<file path="src/sv/pcsmb_pkg.sv">
// ----------------------------------------------------------------------------
// pcsmb_pkg
// shared types, codes and constants of the point cloud to scan block
// ----------------------------------------------------------------------------
package pcsmb_pkg;

    localparam int NUM_BINS_DEF = 360;
    localparam int COORD_W      = 18;
    localparam int IDX_W        = 9;
    localparam int DIST_W       = 18;
    localparam int ANG_W        = 32;
    localparam int CORDIC_STEPS = 30;
    localparam int CW           = 34;   // cordic datapath width
    localparam int SCALE_SH     = 12;   // coordinates times 4096
    localparam int SQRT_STEPS   = 18;
    localparam int ENTRY_W      = 2 + DIST_W;
    localparam int PADDR_W      = 5;

    localparam logic [1:0] KIND_POINT = 2'd0;
    localparam logic [1:0] KIND_CLEAR = 2'd1;
    localparam logic [1:0] KIND_READ  = 2'd2;
    localparam logic [1:0] KIND_RSVD  = 2'd3;

    localparam logic [1:0] ST_NODATA = 2'd0;
    localparam logic [1:0] ST_FREE   = 2'd1;
    localparam logic [1:0] ST_DIST   = 2'd2;

    localparam logic [2:0] REG_FLOOR = 3'd0;
    localparam logic [2:0] REG_CEIL  = 3'd1;
    localparam logic [2:0] REG_FWD   = 3'd2;
    localparam logic [2:0] REG_LEFT  = 3'd3;
    localparam logic [2:0] REG_RIGHT = 3'd4;
    localparam logic [2:0] REG_WRAPS = 3'd5;
    localparam logic [2:0] REG_SPARE = 3'd6;

    localparam logic [ANG_W-1:0] ANG_HALF    = 32'h8000_0000;
    localparam logic [ANG_W-1:0] ANG_QUARTER = 32'h4000_0000;
    localparam logic [ANG_W-1:0] ANG_3QUART  = 32'hC000_0000;

    typedef struct packed {
        logic signed [COORD_W-1:0] floor_mm;
        logic signed [COORD_W-1:0] ceil_mm;
        logic signed [COORD_W-1:0] fwd_mm;
        logic [IDX_W-1:0]          left_bin;
        logic [IDX_W-1:0]          right_bin;
        logic                      wraps;
    } cfg_t;

    typedef struct packed {
        logic [1:0]                op;
        logic signed [COORD_W-1:0] x;
        logic signed [COORD_W-1:0] y;
        logic [IDX_W-1:0]          idx;
    } entry_t;

    typedef struct packed {
        logic              done;
        logic [DIST_W-1:0] radius;
        logic [ANG_W-1:0]  angle;
    } polar_res_t;

    function automatic logic [ANG_W-1:0] atan_turns(input logic [4:0] i);
        logic [ANG_W-1:0] r;
        case (i)
            5'd0:  r = 32'h20000000;
            5'd1:  r = 32'h12E4051E;
            5'd2:  r = 32'h09FB385B;
            5'd3:  r = 32'h051111D4;
            5'd4:  r = 32'h028B0D43;
            5'd5:  r = 32'h0145D7E1;
            5'd6:  r = 32'h00A2F61E;
            5'd7:  r = 32'h00517C55;
            5'd8:  r = 32'h0028BE53;
            5'd9:  r = 32'h00145F2F;
            5'd10: r = 32'h000A2F98;
            5'd11: r = 32'h000517CC;
            5'd12: r = 32'h00028BE6;
            5'd13: r = 32'h000145F3;
            5'd14: r = 32'h0000A2FA;
            5'd15: r = 32'h0000517D;
            5'd16: r = 32'h000028BE;
            5'd17: r = 32'h0000145F;
            5'd18: r = 32'h00000A30;
            5'd19: r = 32'h00000518;
            5'd20: r = 32'h0000028C;
            5'd21: r = 32'h00000146;
            5'd22: r = 32'h000000A3;
            5'd23: r = 32'h00000051;
            5'd24: r = 32'h00000029;
            5'd25: r = 32'h00000014;
            5'd26: r = 32'h0000000A;
            5'd27: r = 32'h00000005;
            5'd28: r = 32'h00000003;
            5'd29: r = 32'h00000001;
            default: r = '0;
        endcase
        return r;
    endfunction

endpackage

</file>
<file path="src/sv/pcsmb_fifo.sv">
// ----------------------------------------------------------------------------
// pcsmb_fifo
// two-entry queue between the front classifier and the back sequencer
// ----------------------------------------------------------------------------
module pcsmb_fifo
    import pcsmb_pkg::*;
(
    input  logic   clk,
    input  logic   rst_n,
    input  logic   push,
    input  entry_t push_data,
    output logic   full,
    input  logic   pop,
    output logic   empty,
    output entry_t head
);

    entry_t     slot_reg [2];
    logic       wptr_reg, wptr_next;
    logic       rptr_reg, rptr_next;
    logic [1:0] cnt_reg, cnt_next;

    assign full  = (cnt_reg == 2'd2);
    assign empty = (cnt_reg == 2'd0);
    assign head  = slot_reg[rptr_reg];

    always_comb
    begin
        wptr_next = wptr_reg ^ push;
        rptr_next = rptr_reg ^ pop;
        cnt_next  = cnt_reg + {1'b0, push} - {1'b0, pop};
    end

    always_ff @(posedge clk or negedge rst_n)
    begin
        if (!rst_n)
        begin
            wptr_reg <= 1'b0;
            rptr_reg <= 1'b0;
            cnt_reg  <= 2'd0;
        end
        else
        begin
            wptr_reg <= wptr_next;
            rptr_reg <= rptr_next;
            cnt_reg  <= cnt_next;
        end
    end

    always_ff @(posedge clk)
    begin
        if (push)
            slot_reg[wptr_reg] <= push_data;
    end

endmodule

</file>
<file path="config.mk">
export PLATFORM = sky130hd
export DESIGN_NAME = pcsmb_fifo
export DESIGN_NICKNAME = d
export VERILOG_FILES = /design/src/sv/pcsmb_pkg.sv /design/src/sv/pcsmb_fifo.sv
export SDC_FILE = /design/constraint.sdc
export NUM_CORES = 1
export LEC_CHECK = 0
export BUFFER_PORTS_ARGS = -buffer_cell sky130_fd_sc_hd__buf_2
export CAP_MARGIN = 20
export CORE_MARGIN = 5
export CORE_UTILIZATION = 35
export DETAILED_ROUTE_END_ITERATION = 7
export MAX_ROUTING_LAYER = met4
export PLACE_DENSITY_LB_ADDON = 0.05
export SETUP_SLACK_MARGIN = 0.02
export SLEW_MARGIN = 20
export SYNTH_ARGS = -nofsm -noshare
export SYNTH_HDL_FRONTEND = slang
export SYNTH_SLANG_ARGS = --single-unit
export TNS_END_PERCENT = 50
</file>
<file path="constraint.sdc">
create_clock -name clk -period 4.05 [get_ports clk]
set_clock_uncertainty 0.15 [all_clocks]
set_input_delay 1.215 -clock clk [delete_from_list [all_inputs] [get_ports clk]]
set_output_delay 1.215 -clock clk [all_outputs]
set_load 0.02 [all_outputs]
</file>
==> impl_metrics.toml <==
[power_and_ir_drop]
leakagePower_nw = 1.78
power_density_nw_per_um2 = 684
p_total_mw = 3.11
irDropWorstVdd_uv = 245

[placed_design]
place_inst = 397
routabilityCongestion = 0.664
io_buffers = 99
post-dp-hpwl_um = 4370
post-place-ws_ns = 1.10
placed_cell_area_um2 = 4370

[finish]
fin_util_pct = 44.3
layout.cells.non_filler = 413
antenna_cells = 0
fin_nets = 327
syn_to_final_growth_pct = 23.7
fin_area_um2 = 4550
drive_gt1_share_pct = 61.0
largest_register_ff_count = 94

[global_route]
grt_use_total_pct = 11.1
grt_antenna_before_repair = 0
grt_pass1_vias = 2003
grt_pass1_wl_um = 10400
grt_max_degree = 34
grt_overflow_total = 0

[drt]
ant_nets = 0
first_iter_violations = 60
drt_drc_violations_left = 0
route.vias.total = 1812
wl_um = 6640
wl_per_cell_um = 16.1
dr.pass1.iters = 4
routed_via_density = 4.39

[min_path]
hold_path_class = "reg2reg"
hold_depth = 3

[timing]
timing.final.max_slew_violations = 0
slew_headroom_pct = 64.4
layout_min_cycle_time_ns = 3.28
timing.final.ws_setup_ns = 0.774
fin_hold_ws_ns = 0.489
timing.setup.tns_ns = 0
rsz0062_at_grt = "no"
period_share_pct = 80.9
max_freq_mhz = 305
setup_viol = 0
tightest_slew_ns = 0.534
hold_viol = 0

[clock_network]
cts_max_level = 3
clkTransAtPathRegs_ns = 0.09
clkLatencyLatePin_ns = 0.34
cts-resized-gates = 0
clockBufferDepth = 2
post_cts_buffers = 0
cts_sinks = 98
cts_inserted_buffers = 9
root_buffer = "clkbuf_8"
cts_hold_buf = 0
cts_tree = "done"

[yosys]
yosys-top-cells-area = "edfxtp_1, mux2_2, mux2_4"
ys_types = 12
seq_area_frac_synth_pct = 79.5
syn_area_um2 = 3680
synth_edf_count = 94
ys_seq_elements = 98
ys_warn_count = 0
yosys.area.top_type = "edfxtp_1"
synth.most_common_cell = "edfxtp_1"
syn_inst = 162
yosys.area.top_type_share_pct = 76.7
synth_nets = 217
synthArstFlopShare_pct = 4.08
syn_area_per_cell_um2 = 22.7
synth_top_flop_cell = "edfxtp_1"
ys_top_cells_by_count = "edfxtp_1, mux2_2, mux2_4"

[critical_path]
start_kind = "flip-flop"
cp.arrival_ns = 1.91
crit_chain = "buf_4 -> mux2_2 -> buf_2"
worst_setup_path_end_kind = "output port"
path_max_fanout = 21
crit_required_ns = 2.68
max_stage_delay_ns = 0.72
r2r_cells = 3
slowest_stage = "dfrtp_2"
path_class = "reg2out"

[floorplanning]
io_pins = 100
die_x_um = 113
dieArea_um2 = 12700
std_cell_rows = 37
core_um2 = 10300
die_h_um = 113
start_util_pct = 35.8

[outcome]
status = "complete, no violations"

[flow_run]
cap_violations = 0
[cell usage in the layout, fill, tap and decap left out]
cell,count
clkinv_2,1
buf_4,3
clkinvlp_4,1
ha_2,2
xor2_1,1
dfrtp_1,3
inv_1,4
clkbuf_1,1
buf_12,2
edfxtp_1,94
buf_2,99
inv_6,1
nor2b_1,1
nor2_1,1
ha_1,2
mux2_4,20
dfrtp_2,1
clkinv_4,2
clkbuf_8,10
mux2_2,27
xor3_1,1
[cell families after synthesis]
group / share of synthesized area (%)
DFF: 79.5
and+or+nand+nor: 0.272
muxes: 16.4
adders and majority gates: 1.36
xor gates and xnor gates: 0.884
buffers and inverters: 1.60
[path summary, 6_finish.rpt]
| kind | from | endpoint | slack [ns] |
|---|---|---|---|
| hold / removal | wptr_reg | wptr_reg | 0.49 |
| setup / recovery | rptr_reg | head[7] | 0.77 |
| min in group asynchronous | rst_n | cnt_reg[0] | 0.50 |
| setup reg to reg | wptr_reg | slot_reg[0][42] | 2.38 |
| hold reg to reg | wptr_reg | wptr_reg | 0.49 |
| max in group asynchronous | rst_n | rptr_reg | 3.11 |
[power breakdown]
part	internal (mW)	switching (mW)	leakage (nW)	total (mW)
Clock	0.244	0.326	0.0899	0.570
Sequential	1.34	0.0887	0.928	1.43
Combinational	0.495	0.616	0.766	1.11
Total	2.08	1.03	1.78	3.11
[critical path: cells and delay by family (launching register included)]
family | cells | cell delay [ns]
buffers and inverters | 2 | 0.49
muxes | 1 | 0.36
DFF | 1 | 0.72
[layer usage]
metal  vias to the layer above  global-route usage (%)  routed length (um)
met2                        60                    18.4                3420
met4                         0                    4.09                  51
met3                         6                    2.75                 342
met5                         -                       -                   0
met1                       896                    13.2                2830
li1                        850                       -                   -
[final cells by class]
cell class	count	area (um^2)
tap	136	170
sequential	98	2920
multi-input combinational	55	702
fill	962	5730
timing repair buffer	104	558
clock inverter	5	38.8
inverter	4	15.0
clock buffer	11	141
Note: power is estimated with default switching activity, not from simulation.
