<file path="src/sv/pcsmb_pkg.sv">
// ----------------------------------------------------------------------------
// pcsmb_pkg
// shared types, codes and constants of the point cloud to scan block
// ----------------------------------------------------------------------------
package pcsmb_pkg;

    localparam int NUM_BINS_DEF = 360;
    localparam int COORD_W      = 18;
    localparam int IDX_W        = 9;
    localparam int DIST_W       = 18;
    localparam int ANG_W        = 32;
    localparam int CORDIC_STEPS = 30;
    localparam int CW           = 34;   // cordic datapath width
    localparam int SCALE_SH     = 12;   // coordinates times 4096
    localparam int SQRT_STEPS   = 18;
    localparam int ENTRY_W      = 2 + DIST_W;
    localparam int PADDR_W      = 5;

    localparam logic [1:0] KIND_POINT = 2'd0;
    localparam logic [1:0] KIND_CLEAR = 2'd1;
    localparam logic [1:0] KIND_READ  = 2'd2;
    localparam logic [1:0] KIND_RSVD  = 2'd3;

    localparam logic [1:0] ST_NODATA = 2'd0;
    localparam logic [1:0] ST_FREE   = 2'd1;
    localparam logic [1:0] ST_DIST   = 2'd2;

    localparam logic [2:0] REG_FLOOR = 3'd0;
    localparam logic [2:0] REG_CEIL  = 3'd1;
    localparam logic [2:0] REG_FWD   = 3'd2;
    localparam logic [2:0] REG_LEFT  = 3'd3;
    localparam logic [2:0] REG_RIGHT = 3'd4;
    localparam logic [2:0] REG_WRAPS = 3'd5;
    localparam logic [2:0] REG_SPARE = 3'd6;

    localparam logic [ANG_W-1:0] ANG_HALF    = 32'h8000_0000;
    localparam logic [ANG_W-1:0] ANG_QUARTER = 32'h4000_0000;
    localparam logic [ANG_W-1:0] ANG_3QUART  = 32'hC000_0000;

    typedef struct packed {
        logic signed [COORD_W-1:0] floor_mm;
        logic signed [COORD_W-1:0] ceil_mm;
        logic signed [COORD_W-1:0] fwd_mm;
        logic [IDX_W-1:0]          left_bin;
        logic [IDX_W-1:0]          right_bin;
        logic                      wraps;
    } cfg_t;

    typedef struct packed {
        logic [1:0]                op;
        logic signed [COORD_W-1:0] x;
        logic signed [COORD_W-1:0] y;
        logic [IDX_W-1:0]          idx;
    } entry_t;

    typedef struct packed {
        logic              done;
        logic [DIST_W-1:0] radius;
        logic [ANG_W-1:0]  angle;
    } polar_res_t;

    function automatic logic [ANG_W-1:0] atan_turns(input logic [4:0] i);
        logic [ANG_W-1:0] r;
        case (i)
            5'd0:  r = 32'h20000000;
            5'd1:  r = 32'h12E4051E;
            5'd2:  r = 32'h09FB385B;
            5'd3:  r = 32'h051111D4;
            5'd4:  r = 32'h028B0D43;
            5'd5:  r = 32'h0145D7E1;
            5'd6:  r = 32'h00A2F61E;
            5'd7:  r = 32'h00517C55;
            5'd8:  r = 32'h0028BE53;
            5'd9:  r = 32'h00145F2F;
            5'd10: r = 32'h000A2F98;
            5'd11: r = 32'h000517CC;
            5'd12: r = 32'h00028BE6;
            5'd13: r = 32'h000145F3;
            5'd14: r = 32'h0000A2FA;
            5'd15: r = 32'h0000517D;
            5'd16: r = 32'h000028BE;
            5'd17: r = 32'h0000145F;
            5'd18: r = 32'h00000A30;
            5'd19: r = 32'h00000518;
            5'd20: r = 32'h0000028C;
            5'd21: r = 32'h00000146;
            5'd22: r = 32'h000000A3;
            5'd23: r = 32'h00000051;
            5'd24: r = 32'h00000029;
            5'd25: r = 32'h00000014;
            5'd26: r = 32'h0000000A;
            5'd27: r = 32'h00000005;
            5'd28: r = 32'h00000003;
            5'd29: r = 32'h00000001;
            default: r = '0;
        endcase
        return r;
    endfunction

endpackage

</file>
<file path="src/sv/pcsmb_polar.sv">
// ----------------------------------------------------------------------------
// pcsmb_polar
// iterative polar conversion: bit-serial square root and cordic vectoring
// ----------------------------------------------------------------------------
module pcsmb_polar
    import pcsmb_pkg::*;
(
    input  logic                      clk,
    input  logic                      rst_n,
    input  logic                      start,
    input  logic signed [COORD_W-1:0] x,
    input  logic signed [COORD_W-1:0] y,
    output polar_res_t                res
);

    localparam int SQ_W = 2 * COORD_W;

    logic                   busy_reg;
    logic                   done_reg;
    logic [4:0]             cnt_reg;
    logic [SQ_W-1:0]        sqx_reg, sqy_reg;
    logic [SQ_W-1:0]        n_reg;
    logic [19:0]            rem_reg;
    logic [DIST_W-1:0]      root_reg;
    logic signed [CW-1:0]   cx_reg, cy_reg;
    logic [ANG_W-1:0]       cz_reg;
    logic                   axis_reg;
    logic [ANG_W-1:0]       axis_ang_reg;

    logic signed [CW-1:0]   xe, ye, xs, ys;
    logic signed [2*COORD_W-1:0] px, py;
    logic [20:0]            rem_sh;
    logic [21:0]            trial;

    assign xe = CW'(x);
    assign ye = CW'(y);
    assign px = x * x;
    assign py = y * y;
    assign xs = cx_reg >>> cnt_reg;
    assign ys = cy_reg >>> cnt_reg;
    assign rem_sh = {rem_reg[18:0], n_reg[SQ_W-1 -: 2]};
    assign trial  = {1'b0, rem_sh} - {2'b00, root_reg, 2'b01};

    always_ff @(posedge clk or negedge rst_n)
    begin
        if (!rst_n)
        begin
            busy_reg <= 1'b0;
            done_reg <= 1'b0;
            cnt_reg  <= '0;
        end
        else
        begin
            done_reg <= 1'b0;
            if (start)
            begin
                busy_reg <= 1'b1;
                cnt_reg  <= '0;
            end
            else if (busy_reg)
            begin
                cnt_reg <= cnt_reg + 5'd1;
                if (cnt_reg == 5'(CORDIC_STEPS - 1))
                begin
                    busy_reg <= 1'b0;
                    done_reg <= 1'b1;
                end
            end
        end
    end

    always_ff @(posedge clk)
    begin
        if (start)
        begin
            sqx_reg <= SQ_W'(px);
            sqy_reg <= SQ_W'(py);
            // exact axis angles bypass the cordic result
            axis_reg <= (x == '0) || (y == '0);
            if (y == '0)
                axis_ang_reg <= (x < 0) ? ANG_HALF : '0;
            else
                axis_ang_reg <= (y > 0) ? ANG_QUARTER : ANG_3QUART;
            if (x < 0)
            begin
                cx_reg <= (-xe) <<< SCALE_SH;
                cy_reg <= (-ye) <<< SCALE_SH;
                cz_reg <= ANG_HALF;
            end
            else
            begin
                cx_reg <= xe <<< SCALE_SH;
                cy_reg <= ye <<< SCALE_SH;
                cz_reg <= '0;
            end
        end
        else if (busy_reg)
        begin
            if (cy_reg < 0)
            begin
                cx_reg <= cx_reg - ys;
                cy_reg <= cy_reg + xs;
                cz_reg <= cz_reg - atan_turns(cnt_reg);
            end
            else
            begin
                cx_reg <= cx_reg + ys;
                cy_reg <= cy_reg - xs;
                cz_reg <= cz_reg + atan_turns(cnt_reg);
            end
            if (cnt_reg == 5'd0)
            begin
                n_reg    <= sqx_reg + sqy_reg;
                rem_reg  <= '0;
                root_reg <= '0;
            end
            else if (cnt_reg <= 5'(SQRT_STEPS))
            begin
                n_reg <= {n_reg[SQ_W-3:0], 2'b00};
                if (!trial[21])
                begin
                    rem_reg  <= trial[19:0];
                    root_reg <= {root_reg[DIST_W-2:0], 1'b1};
                end
                else
                begin
                    rem_reg  <= rem_sh[19:0];
                    root_reg <= {root_reg[DIST_W-2:0], 1'b0};
                end
            end
        end
    end

    assign res.done   = done_reg;
    assign res.radius = root_reg;
    assign res.angle  = axis_reg ? axis_ang_reg : cz_reg;

endmodule

</file>
<file path="config.mk">
export PLATFORM = sky130hd
export DESIGN_NAME = pcsmb_polar
export DESIGN_NICKNAME = d
export VERILOG_FILES = /design/src/sv/pcsmb_pkg.sv /design/src/sv/pcsmb_polar.sv
export SDC_FILE = /design/constraint.sdc
export NUM_CORES = 2
export LEC_CHECK = 0
export BUFFER_PORTS_ARGS = -buffer_cell sky130_fd_sc_hd__buf_2
export CAP_MARGIN = 30
export CORE_MARGIN = 2
export CORE_UTILIZATION = 60
export CTS_CLUSTER_SIZE = 10
export DETAILED_ROUTE_END_ITERATION = 12
export PLACE_DENSITY = 0.78
export SYNTH_ARGS = -nofsm -noshare
export SYNTH_HDL_FRONTEND = slang
export SYNTH_SLANG_ARGS = --single-unit
</file>
<file path="constraint.sdc">
create_clock -name clk -period 8.4 [get_ports clk]
set_clock_uncertainty 0.15 [all_clocks]
set_input_delay 1.68 -clock clk [delete_from_list [all_inputs] [get_ports clk]]
set_output_delay 1.68 -clock clk [all_outputs]
set_load 0.005 [all_outputs]
</file>
==> results_tabular.tex <==
\begin{tabular}{lr}
\hline
Metric & Value \\
\hline
\multicolumn{2}{l}{\textbf{Detailed routing}} \\
DR iter-0 viols & 2773 \\
Average wire per standard cell & 20.3 um \\
Total Routed Length & 125000 um \\
Detailed-route vias per instance & 5.96 \\
Post-detailed-route count of antenna-violating nets & 0 \\
Via count & 36700 \\
First-pass iteration count of the detailed router & 6 \\
Number of design rule violations left after detail routing & 0 \\
\multicolumn{2}{l}{\textbf{Layout}} \\
Post-layout net count & 6121 \\
Area used by sequential logic in the layout & 0.00757 sq mm \\
Final std cells w/o fill & 6161 \\
Area Overhead vs Synth & 6.00\% \\
Commonest cells after routing, fill and taps aside & inv\_1 (889), fa\_1 (589), nand2\_1 (462), nor2\_1 (395), ha\_1 (379) \\
Post-route core utilization & 64.3\% \\
Multi-input logic area & 0.0342 sq mm \\
Flip-flop count of the largest register, all copies and words added & 36 \\
Layout filler cell count & 6169 \\
Commonest non-fill, non-tap cell in the layout & inv\_1 \\
Fraction of layout cells with a size suffix above 1 & 8.15\% \\
Diodes inserted & 0 \\
\multicolumn{2}{l}{\textbf{Critical path}} \\
Type of origin of the critical path & flip-flop \\
Length in cells of the worst reg-to-reg path & 24 \\
Arr. time, crit path & 8.06 ns \\
Critical Path Sink Type & flip-flop \\
Critical path fanouts, max & 55 \\
Critical setup path kind & reg -> reg \\
CP required & 8.58 ns \\
\multicolumn{2}{l}{\textbf{Clocking}} \\
\# hold bufs at CTS & 0 \\
Skew-Pair Late Insertion Delay & 0.61 ns \\
Maximum level of the CTS H-tree & 1 \\
Number of buffers inserted during clock tree synthesis & 31 \\
Clock net sink count & 253 \\
CTS tree & done \\
Post-CTS setup buffer count & 0 \\
CTS Root Cell & clkbuf\_16 \\
Largest buffer count on any clock path & 3 \\
Clock-pin slew on the worst setup and hold paths & 0.06 ns \\
PostCTS Resize Cnt & 0 \\
\multicolumn{2}{l}{\textbf{Timing}} \\
Fin crit share & 93.7\% \\
Max frequency & 127 MHz \\
Final max-slew violation count & 0 \\
Worst Max-Slew Pin Slew & 1.09 ns \\
Hold Vio Cnt, Final & 0 \\
Min Clock Period, post-route & 7.87 ns \\
Relative slew margins & 26.9\% \\
Post-route setup TNS & 0 ns \\
Final setup violation count & 0 \\
Setup repair after global routing missed its margin & false \\
\multicolumn{2}{l}{\textbf{Floorplan}} \\
Overall die width & 281 um \\
Boundary Pins & 90 \\
Floorplan core area & 0.0759 sq mm \\
Std-Cell Rows & 101 \\
Total Die Area & 0.0791 sq mm \\
Chip Height & 281 um \\
Initial Util & 60.7\% \\
\multicolumn{2}{l}{\textbf{Yosys}} \\
Count of flip-flops with a built-in enable after synthesis & 246 \\
Post-synthesis cell type with the largest combined area & fa\_1 \\
Ys flop type & edfxtp\_1 \\
Synthesized flop and latch total & 253 \\
Mapped cell area & 0.0461 sq mm \\
Post-synthesis sequential area ratio & 16.4\% \\
Synthesized instance count & 5079 \\
Synth cell types & 92 \\
Share of synthesized registers carrying an async set or reset & 2.77\% \\
Share of the synthesized area in the top cell type & 25.6\% \\
Synth top area cells & fa\_1 (26\%), edfxtp\_1 (16\%), ha\_1 (10\%) \\
Mean post-synth cell area & 9.08 sq um \\
Number of nets in the synthesized netlist & 6086 \\
Number of synthesis warnings & 0 \\
\multicolumn{2}{l}{\textbf{Placement}} \\
\# placed instances & 6110 \\
Final estimated routing congestion in global placement & 1.06 \\
Count of buffers inserted at the top-level ports & 89 \\
Dpl hpwl & 101000 um \\
\multicolumn{2}{l}{\textbf{Hold path}} \\
Cells on Worst Hold Path & 2 \\
Worst min-delay path class & reg -> reg \\
\multicolumn{2}{l}{\textbf{Outcome}} \\
Result of the run & completed \\
\multicolumn{2}{l}{\textbf{GRT}} \\
GRT Residual Overflow & 0 \\
GRT Util Overall & 32.5\% \\
Via count of the first global-routing pass & 38200 \\
Number of antenna violations at the first check in global routing & 1 \\
Global-route wire length before repair & 201000 um \\
Maximum number of pins on one net before global-route repair & 83 \\
\multicolumn{2}{l}{\textbf{Job}} \\
Number of violations of the max-capacitance limit & 0 \\
\hline
\end{tabular}
-- synthesized netlist by cell type, types with 43 or more instances --
library cell    n
a21o_1        106
a21oi_1       238
and2_1         77
buf_1          43
clkbuf_1      147
edfxtp_1      246
fa_1          589
ha_1          379
inv_1         889
mux2_2         52
mux2i_1        97
mux4_2         58
nand2_1       463
nand2b_1       53
nand3_1        45
nor2_1        395
nor2b_1        72
nor3_1         55
o21ai_0       207
xnor2_1       223
xor2_1        106
-- metrics by stage --
step	setup slack [ns]	area [sq um]	hold slack [ns]
3_5_place_dp	0.0965	47900	0.360
4_1_cts	0.718	48800	0.365
5_1_grt	0.136	48900	0.391
3_3_place_gp	0.299	47900	0.353
6_report	0.526	48900	0.365
2_1_floorplan	0.262	46100	0.341
-- worst max-delay path, stage by stage (launching register included) --
cell,delay [ns]
dfrtp_4,0.98
mux4_1,0.71
mux2i_1,0.71
o221ai_1,0.50
inv_1,0.16
ha_1,0.17
nor3b_1,0.45
nand3_1,0.25
nor4_2,0.37
nor2_1,0.13
nor2_1,0.20
o21ai_0,0.11
o21ai_0,0.14
ha_1,0.28
inv_1,0.13
o21ai_0,0.12
a21o_1,0.20
a21o_1,0.17
a41oi_1,0.27
o31ai_1,0.18
o31ai_1,0.39
o21ai_0,0.24
o31a_1,0.35
xnor2_1,0.15
nor2_1,0.05
-- logic make-up after synthesis --
| kind of cell | Yosys count | synth area share (%) |
|---|---|---|
| AND/OR/NAND/NOR | 1281 | 12.7 |
| buffers and inverters | 1120 | 9.48 |
| adder cells (fa/ha/maj) | 968 | 35.9 |
| AO/OA/AOI/OAI | 915 | 12.8 |
| XOR/XNOR | 329 | 6.25 |
| flip-flops | 253 | 16.4 |
| multiplexers | 213 | 6.45 |
-- cell type report --
class / count / share of cell area [%]
flip-flops and latches: 253 / 15.5
inverters: 897 / 6.89
well taps: 1030 / 2.64
clock buffers: 45 / 1.76
multi-input cells: 3706 / 70.0
repair buffers: 225 / 3.11
clock inverters: 5 / 0.136
-- final timing paths --
| kind | to | startpoint | slack (ns) |
|---|---|---|---|
| worst max-delay path | cx_reg[32] | cnt_reg[0] | 0.53 |
| worst min-delay path | n_reg[11] | n_reg[9] | 0.37 |
| worst max register to register | cx_reg[32] | cnt_reg[0] | 0.53 |
| worst min register to register | n_reg[11] | n_reg[9] | 0.37 |
| max in group asynchronous | cnt_reg[0] | rst_n | 7.15 |
| min in group asynchronous | cnt_reg[2] | rst_n | 0.76 |
-- layer usage --
layer / global-route usage [%] / vias up / wire [um]
li1: - / 16900 / -
met1: 38.3 / 18000 / 46200
met2: 57.5 / 1423 / 63200
met3: 4.44 / 401 / 8150
met4: 17.2 / 2 / 7320
met5: 0 / - / 16
Power is left out: the tool's default activity adds up to more than one toggle a clock period on the data nets, which glitch-free logic cannot reach.
