<file path="src/sv/pcsmb_pkg.sv">
// ----------------------------------------------------------------------------
// pcsmb_pkg
// shared types, codes and constants of the point cloud to scan block
// ----------------------------------------------------------------------------
package pcsmb_pkg;

    localparam int NUM_BINS_DEF = 360;
    localparam int COORD_W      = 18;
    localparam int IDX_W        = 9;
    localparam int DIST_W       = 18;
    localparam int ANG_W        = 32;
    localparam int CORDIC_STEPS = 30;
    localparam int CW           = 34;   // cordic datapath width
    localparam int SCALE_SH     = 12;   // coordinates times 4096
    localparam int SQRT_STEPS   = 18;
    localparam int ENTRY_W      = 2 + DIST_W;
    localparam int PADDR_W      = 5;

    localparam logic [1:0] KIND_POINT = 2'd0;
    localparam logic [1:0] KIND_CLEAR = 2'd1;
    localparam logic [1:0] KIND_READ  = 2'd2;
    localparam logic [1:0] KIND_RSVD  = 2'd3;

    localparam logic [1:0] ST_NODATA = 2'd0;
    localparam logic [1:0] ST_FREE   = 2'd1;
    localparam logic [1:0] ST_DIST   = 2'd2;

    localparam logic [2:0] REG_FLOOR = 3'd0;
    localparam logic [2:0] REG_CEIL  = 3'd1;
    localparam logic [2:0] REG_FWD   = 3'd2;
    localparam logic [2:0] REG_LEFT  = 3'd3;
    localparam logic [2:0] REG_RIGHT = 3'd4;
    localparam logic [2:0] REG_WRAPS = 3'd5;
    localparam logic [2:0] REG_SPARE = 3'd6;

    localparam logic [ANG_W-1:0] ANG_HALF    = 32'h8000_0000;
    localparam logic [ANG_W-1:0] ANG_QUARTER = 32'h4000_0000;
    localparam logic [ANG_W-1:0] ANG_3QUART  = 32'hC000_0000;

    typedef struct packed {
        logic signed [COORD_W-1:0] floor_mm;
        logic signed [COORD_W-1:0] ceil_mm;
        logic signed [COORD_W-1:0] fwd_mm;
        logic [IDX_W-1:0]          left_bin;
        logic [IDX_W-1:0]          right_bin;
        logic                      wraps;
    } cfg_t;

    typedef struct packed {
        logic [1:0]                op;
        logic signed [COORD_W-1:0] x;
        logic signed [COORD_W-1:0] y;
        logic [IDX_W-1:0]          idx;
    } entry_t;

    typedef struct packed {
        logic              done;
        logic [DIST_W-1:0] radius;
        logic [ANG_W-1:0]  angle;
    } polar_res_t;

    function automatic logic [ANG_W-1:0] atan_turns(input logic [4:0] i);
        logic [ANG_W-1:0] r;
        case (i)
            5'd0:  r = 32'h20000000;
            5'd1:  r = 32'h12E4051E;
            5'd2:  r = 32'h09FB385B;
            5'd3:  r = 32'h051111D4;
            5'd4:  r = 32'h028B0D43;
            5'd5:  r = 32'h0145D7E1;
            5'd6:  r = 32'h00A2F61E;
            5'd7:  r = 32'h00517C55;
            5'd8:  r = 32'h0028BE53;
            5'd9:  r = 32'h00145F2F;
            5'd10: r = 32'h000A2F98;
            5'd11: r = 32'h000517CC;
            5'd12: r = 32'h00028BE6;
            5'd13: r = 32'h000145F3;
            5'd14: r = 32'h0000A2FA;
            5'd15: r = 32'h0000517D;
            5'd16: r = 32'h000028BE;
            5'd17: r = 32'h0000145F;
            5'd18: r = 32'h00000A30;
            5'd19: r = 32'h00000518;
            5'd20: r = 32'h0000028C;
            5'd21: r = 32'h00000146;
            5'd22: r = 32'h000000A3;
            5'd23: r = 32'h00000051;
            5'd24: r = 32'h00000029;
            5'd25: r = 32'h00000014;
            5'd26: r = 32'h0000000A;
            5'd27: r = 32'h00000005;
            5'd28: r = 32'h00000003;
            5'd29: r = 32'h00000001;
            default: r = '0;
        endcase
        return r;
    endfunction

endpackage

</file>
<file path="src/sv/pcsmb_front.sv">
// ----------------------------------------------------------------------------
// pcsmb_front
// accepts input transactions, filters points by height and range, queues work
// ----------------------------------------------------------------------------
module pcsmb_front
    import pcsmb_pkg::*;
(
    input  logic                      in_valid,
    output logic                      in_stall,
    input  logic [1:0]                kind,
    input  logic signed [COORD_W-1:0] x_mm,
    input  logic signed [COORD_W-1:0] y_mm,
    input  logic signed [COORD_W-1:0] z_mm,
    input  logic [IDX_W-1:0]          bin_index,
    input  cfg_t                      cfg,
    input  logic                      q_full,
    output logic                      q_push,
    output entry_t                    q_entry
);

    logic keep;

    always_comb
    begin
        case (kind)
            KIND_POINT: keep = (z_mm > cfg.floor_mm) && (z_mm < cfg.ceil_mm)
                               && (x_mm < cfg.fwd_mm);
            KIND_CLEAR: keep = 1'b1;
            KIND_READ:  keep = 1'b1;
            default:    keep = 1'b0;
        endcase
    end

    // dropped points and unknown kinds are accepted and vanish here
    assign in_stall      = q_full;
    assign q_push        = in_valid && !q_full && keep;
    assign q_entry.op    = kind;
    assign q_entry.x     = x_mm;
    assign q_entry.y     = y_mm;
    assign q_entry.idx   = bin_index;

endmodule

</file>
<file path="config.mk">
export PLATFORM = sky130hd
export DESIGN_NAME = pcsmb_front
export DESIGN_NICKNAME = d
export VERILOG_FILES = /design/src/sv/pcsmb_pkg.sv /design/src/sv/pcsmb_front.sv
export SDC_FILE = /design/constraint.sdc
export NUM_CORES = 1
export LEC_CHECK = 0
export BUFFER_PORTS_ARGS = -buffer_cell sky130_fd_sc_hd__buf_4
export CORE_AREA = 2 2 74 76
export DETAILED_ROUTE_END_ITERATION = 8
export DIE_AREA = 0 0 76 78
export PLACE_DENSITY_LB_ADDON = 0.15
export SYNTH_ARGS = -nofsm -noshare
export SYNTH_HDL_FRONTEND = slang
export SYNTH_SLANG_ARGS = --single-unit
</file>
<file path="constraint.sdc">
create_clock -name vclk -period 6.5
set_clock_uncertainty 0.05 [all_clocks]
set_input_delay 1.3 -clock vclk [all_inputs]
set_output_delay 1.3 -clock vclk [all_outputs]
set_load 0.01 [all_outputs]
</file>
==> results.md, run 1 <==
Timing:
- Dividing the final minimum period by the clock period gives 0.723.
- The total negative slack for setup checks is 0 ns.
- At the pin with the least slew margin, the transition time is 0.301 ns.
- The worst pin sits at a relative slew slack of 0.798.
- The final setup violation count is 0.
- The number of hold-slack violations in the final timing report came to 0.
- For this run, the top clock speed supported by timing is between 200 and 250 MHz.
- The count of pins over their slew limit came to 0.
- The clock period minus worst slack is roughly 4.7 ns.
- Setup repair after global routing left no endpoint under its margin.

Clock network:
- The count of hold-fix buffers inserted at cts is 0.
- The number of post-CTS setup repair buffers is 0.
- Gates resized during post-CTS repair numbered 0.

Logic synthesis:
- The library cell occupying the most area in the post-synthesis netlist is ha_1.
- The post-synthesis share of cell area spent on xor and xnor gates is 0.
- The distinct cell type count of the synthesized netlist is 32.
- When the netlist entered floorplanning its net count stood at 434.
- The share of synthesized area in the top cell type comes to 0.383.
- By area, the combinational part of the netlist is dominated by adder cells.
- The post-synthesis mux area share is 0.00639.
- The combined area of all synthesized cells is approximately 1800 µm².
- Of the total synthesized cell area, the portion taken by full adders, half adders and majority gates is 0.383.
- Sorting the synthesized cells by area gives the leading types as ha_1 (38%), buf_4 (20%), inv_1 (12%).
- The post-synthesis share of cell area spent on and, or, nand and nor gates is 0.101.
- Yosys printed 0 warnings.
- The compound-gate portion of the synthesized area came to 0.183.
- The average instance in the mapped netlist occupies 7.35 µm².
- Synthesis produced 240 cells.
- The proportion of synthesized chip area in sequential cells is 0.

Layout:
- The finished layout cell area is 2360 µm².
- The net count of the finished layout is between 500 and 600.
- The clock buffer instance count of the final layout is 0.
- Of the cells placed in the final design, the portion with a size suffix greater than 1 is 0.390.
- The footprint of the flip-flops and latches is 0 µm².
- 0 antenna diodes ended up in the layout.
- The area growth from synthesis to final layout is 33.9%.
- The filler cells instantiated in the layout total approximately 530.
- The area used by multi-input combinational logic is between 1000 and 1500 µm².
- The design has 0 sequential cells.

Hold path:
- The worst hold path class is in2out.
- The end point of the most critical hold path is q_entry[12].
- The number of cells traversed by the worst hold path is 0.
- The startpoint of the worst hold path is y_mm[3].

Die:
- The starting density of the core is 0.350.
- The vertical die dimension is roughly 78 µm.
- The die covers roughly 5900 µm².
- The floorplan row count is 26.
- The floorplan step defined a core boundary enclosing approximately 5000 µm².
- The die width is approximately 76 µm.
- Pin placement for this block handled 189 I/O pins.

Worst setup path:
- The endpoint kind of the worst setup timing path is a primary output.
- The critical path start-end classification is in2out.
- The timing startpoint of the critical path is z_mm[9].
- Data arrives at the worst endpoint at ~3.4 ns.
- STA classifies the critical path startpoint as an input port.
- The biggest cell delay along the critical path is ~0.36 ns.
- For the worst setup path, the data required time is 5.15 ns.
- The critical path goes through buf_4 > ha_1 > a211o_1 > a211oi_1 > o221ai_1 > o21ai_0 > mux2_1 > o31ai_2 > buf_4.
- The highest-delay cell along the critical path is mux2_1.
- The most common cell type on the critical path is buf_4.
- The highest net fanout along the worst path is 2.

Route:
- After detailed routing, the total wire length is ~3900 µm.
- The final route contains 1658 vias.
- The ratio of routed vias to standard cells is ~4.4.
- The number of routed nets with antenna violations is 0.
- The DRC violations left is 0.
- After the first detailed-routing iteration, the DRC count stood at 16.
- The number of detailed-routing iterations run before antenna repair is 4.
- The detail-routed net length per standard cell is about 10 µm.

Placed design:
- Once placement finished, the instance area stood at ~2400 µm².
- The detailed placement HPWL is 3720 µm.
- The global placement routability congestion is roughly 0.7.
- The number of input and output port buffers inserted is between 100 and 150.

Global routing:
- The via count of the first global-routing pass is ~1600.
- The maximum number of pins on one net before global-route repair is 5.
- The initial antenna violation count came to 0.
- Global routing finished with a remaining overflow of 0.
- The first-pass GRT wire length is around 6300 µm.
- In the global route stage, overall resource usage came out at 0.120.

Run:
- Across the run, the number of max-cap violations was 0.

Power:
- The power density over the cells is about 58 nW/µm².
- Summed over all cells, the static leakage comes to approximately 1.5 nW.
- Across the VDD grid, the largest voltage drop is around 0.019 mV.

Run status:
- The run finished with clean final reports.
[Yosys cell counts (all sizes together)]
master   count
inv         57
ha          54
buf         48
a21oi       16
nand2       10
a21o         6
nand4        6
o21ai        5
a211oi       4
nand2b       4
nor2         4
nor3         3
o21a         3
a211o        2
o211ai       2
o221ai       2
o31ai        2
a31oi        1
mux2         1
nand3        1
nand4b       1
nor2b        1
nor3b        1
o21bai       1
o22a         1
o2bb2ai      1
o311ai       1
or3          1
or4          1
[critical path: cells and delay by family]
kind                     cells  cell delay, ns
multiplexers                 1            0.36
buffers and inverters        2            0.28
adder cells (fa/ha/maj)      1            0.30
AO/OA/AOI/OAI                5            1.12
[report_power, final]
part	internal, mW	switching (mW)	total, mW
Clock	0	0	0
Sequential	0	0	0
Combinational	0.0799	0.0571	0.137
[placed cells by master (no fill, tap or decap), drive strengths merged, types with 2 or more instances in the layout]
cell	instances
a21o	6
o21ai	5
a211o	2
o221ai	2
nor2	4
nor3	3
o21a	3
a21oi	16
nand2	10
inv	57
o31ai	2
nand4	6
o211ai	2
ha	54
a211oi	4
buf	116
nand2b	4
[metal layers]
layer  global-route usage  wire length [µm]  vias to the layer above
met2                0.226              1930                       70
li1                     -                 -                      897
met3               0.0256               283                        2
met1                0.148              1650                      689
met5                    0                 0                        -
met4              0.00182                 4                        0
[metrics by stage]
stage	worst slack [ns]	util	total power, mW	hold slack (ns)	cells
6_report	1.80	0.468	0.137	2.55	378
5_1_grt	1.64	0.468	0.157	2.55	378
4_1_cts	1.78	0.468	0.140	2.55	378
2_1_floorplan	2.10	-	0.0928	2.64	240
3_3_place_gp	1.79	0.468	0.137	2.55	378
3_5_place_dp	1.78	0.468	0.139	2.55	378
[area by class of cell]
cell class / count / area share
Multi-Input combinational cell: 135 / 0.503
Tap cell: 70 / 0.0371
Timing Repair Buffer: 116 / 0.369
Inverter: 57 / 0.0906
[worst max path at each step]
| stage | endpoint | slack, ns | depth (start not counted) |
|---|---|---|---|
| after CTS | q_push | 1.78 | 9 |
| after floorplan | q_push | 2.10 | 8 |
| final | q_push | 1.80 | 9 |
| after detailed placement | q_push | 1.78 | 9 |
| after global routing | q_push | 1.64 | 9 |
| after global placement | q_push | 1.79 | 9 |
[kinds of logic (layout without fill, tap and decap cells)]
family	count (synthesis)	after routing
AOI/OAI and AO/OA	47	47
adders and majority gates	54	54
buffers and inverters	105	173
muxes	1	1
and+or+nand+nor	33	33
Power figures use the tool's default switching activity.
==> run 2: changes to the inputs <==
--- a/config.mk
+++ b/config.mk
@@ -6,9 +6,9 @@
 export NUM_CORES = 1
 export LEC_CHECK = 0
 export BUFFER_PORTS_ARGS = -buffer_cell sky130_fd_sc_hd__buf_4
-export CORE_AREA = 2 2 74 76
+export CORE_AREA = 2 2 73 75
 export DETAILED_ROUTE_END_ITERATION = 8
-export DIE_AREA = 0 0 76 78
+export DIE_AREA = 0 0 75 77
 export PLACE_DENSITY_LB_ADDON = 0.15
 export SYNTH_ARGS = -nofsm -noshare
 export SYNTH_HDL_FRONTEND = slang
==> constraint.sdc (replaced) <==
create_clock -name vclk -period 4.63
set_clock_uncertainty 0.05 [all_clocks]
set_input_delay 0.926 -clock vclk [all_inputs]
set_output_delay 0.926 -clock vclk [all_outputs]
set_load 0.01 [all_outputs]
==> results.md, run 2 (synthesis gave the netlist of run 1 again) <==
Run status:
- The run finished with clean final reports.

Power:
- VDD sags by at most between 0.03 and 0.04 mV.
- The power density over the cells is 80.8 nW/µm².
- The analysis attributes to cell leakage a power of approximately 1.5 nW.

Die:
- The floorplan row count is 26.
- The starting density of the core is 0.354.
- The core area is 4980 µm².
- From left edge to right edge, the die measures between 70 and 80 µm.
- The floorplan step defined a die boundary enclosing roughly 5800 µm².
- The number of top-level design ports is approximately 190.
- Measured along the y axis, the die boundary spans roughly 77 µm.

Timing:
- Across all hold checks on the routed design, the worst slack comes to ~1.8 ns.
- Setup repair after global routing left no endpoint under its margin.
- The measured slew at the worst slew-check pin is 0.288 ns.
- In the post-route analysis, the smallest setup slack over all paths is between 0.6 and 0.7 ns.
- Dividing the final minimum period by the clock period gives 0.857.
- The number of hold-slack violations in the final timing report is 0.
- The count of pins over their slew limit is 0.
- The worst slew margin relative to its limit is 0.806.
- The final setup violation count is 0.
- Setup total negative slack on the finished layout was measured at 0 ns.
- The clock period minus worst slack is approximately 4.0 ns.
- Timing would allow up to between 200 and 300 MHz.

Worst setup path:
- The biggest cell delay along the critical path is between 0.3 and 0.4 ns.
- The sum of buffers and inverters on the critical path is 2.
- The startpoint kind of the worst setup timing path is an input port.
- The kind of cell with the highest combined delay along the critical path is compound AO/OA/AOI/OAI gates.
- The required time of the critical path is between 3 and 4 ns.
- The highest-delay cell along the critical path is mux2_1.
- By instance count, the cell type seen most on the critical path is buf_4.
- Along the worst path, the maximum fanout reaches 2.
- The critical path start-end classification is in2out.
- Walking the worst path, the cells encountered are buf_4 > ha_1 > a211o_1 > a211oi_1 > o221ai_1 > o21ai_0 > mux2_1 > o31ai_2 > buf_4.
- STA classifies the critical path endpoint as a primary output.
- Data on the critical path arrives at its endpoint at 2.99 ns.

Layout:
- The layout net count is approximately 500.
- After filler insertion, the fill cell instance count of the layout stands at between 500 and 600.
- The area growth from synthesis to final layout is 33.9%.
- Summing all multi-input logic gate instances after layout gives around 1200 µm².
- The finished layout holds 378 standard cells, fillers aside.
- The layout has 0 clock buffers.
- Sequential cells placed in the final layout were counted as 0.
- The footprint of the flip-flops and latches is 0 µm².
- The fraction of final layout cells sized beyond drive strength 1 is 0.390.
- The finished cells cover approximately 2400 µm².
- Leaving out fill and tap cells, the most frequent cells in the layout are buf_4 (116), inv_1 (57), ha_1 (54).
- The repair_antennas step left the layout with diodes totalling 0.
- The most common cell after layout, fill and taps aside is buf_4.

Global routing:
- For this run, global-route usage on met3 was measured as 0.0131.
- The via count of the first global-routing pass was approximately 1500.
- For this run, global-route usage on met1 was measured as 0.153.
- For met2 alone, demand over resource in global routing was 0.213.
- The global-route usage over all layers is 0.118.
- Entering global routing, the biggest net connects 5 pins.
- The initial antenna violation count is 0.
- The global-route congestion overflow total is 0.
- The global-route layer with the greatest usage is met2.
- The first global-routing pass estimated approximately 5800 µm of wire.

Route:
- The detailed router finished its first iteration with 22 violations.
- The final layout contains routed wiring with a total length of between 3000 and 4000 µm.
- Once detail routing completed, the nets flagged for antenna violations numbered 0.
- The detail-routed net length per standard cell is 9.85 µm.
- Dividing the detail-routed via count by the number of cells gives 4.37.
- Detailed routing inserted a total of about 1700 vias.
- In the routed design, unresolved DRC markers number 0.
- The number of detailed-routing iterations run before antenna repair is 4.

Clock network:
- The number of post-CTS setup repair buffers is 0.
- In this run, post-CTS repair resized a total of 0 instances.
- Buffers inserted to repair hold after CTS numbered 0.

Placed design:
- During placement, the flow inserted port buffers numbering approximately 120.
- Once detailed placement completed, the half-perimeter wirelength came to approximately 3600 µm.
- After detailed placement, the total cell area comes to approximately 2400 µm².
- Once placement completed, the tool counted placed cells totaling 378.
- The worst setup slack before clock tree synthesis is 0.668 ns.
- Routability-driven placement finished with a final weighted congestion of about 0.69.

Run:
- Max-cap violations in this run came to 0.

Hold path:
- The worst hold path class is in2out.
[run 2: worst paths after layout]
check	start	endpoint	slack, ns	depth (start not counted)
max	z_mm[9]	q_push	0.66	9
min	bin_index[0]	q_entry[0]	1.80	0
[run 2: layout make-up]
class,instances,area share
inverters,57,0.0906
repair buffers,116,0.369
well taps,70,0.0371
multi-input cells,135,0.503
[run 2: per-stage QoR]
stage                      util  total power, mW
after CTS                 0.474            0.195
after global routing      0.474            0.222
final                     0.474            0.191
after detailed placement  0.474            0.194
after floorplan               -            0.130
after global placement    0.474            0.192
[run 2: power breakdown]
group	internal, mW	leakage [nW]	total (mW)	switching, mW
Combinational	0.112	1.46	0.191	0.0791
Clock	0	0	0	0
Sequential	0	0	0	0
Total	0.112	1.46	0.191	0.0791
[run 2: metal layers]
metal / vias to the layer above / wire length (µm) / share of wire
met2: 74 / 1770 / 0.48
li1: 901 / - / -
met1: 669 / 1550 / 0.42
met3: 6 / 386 / 0.10
met5: - / 0 / 0
met4: 0 / 19 / 0.0051
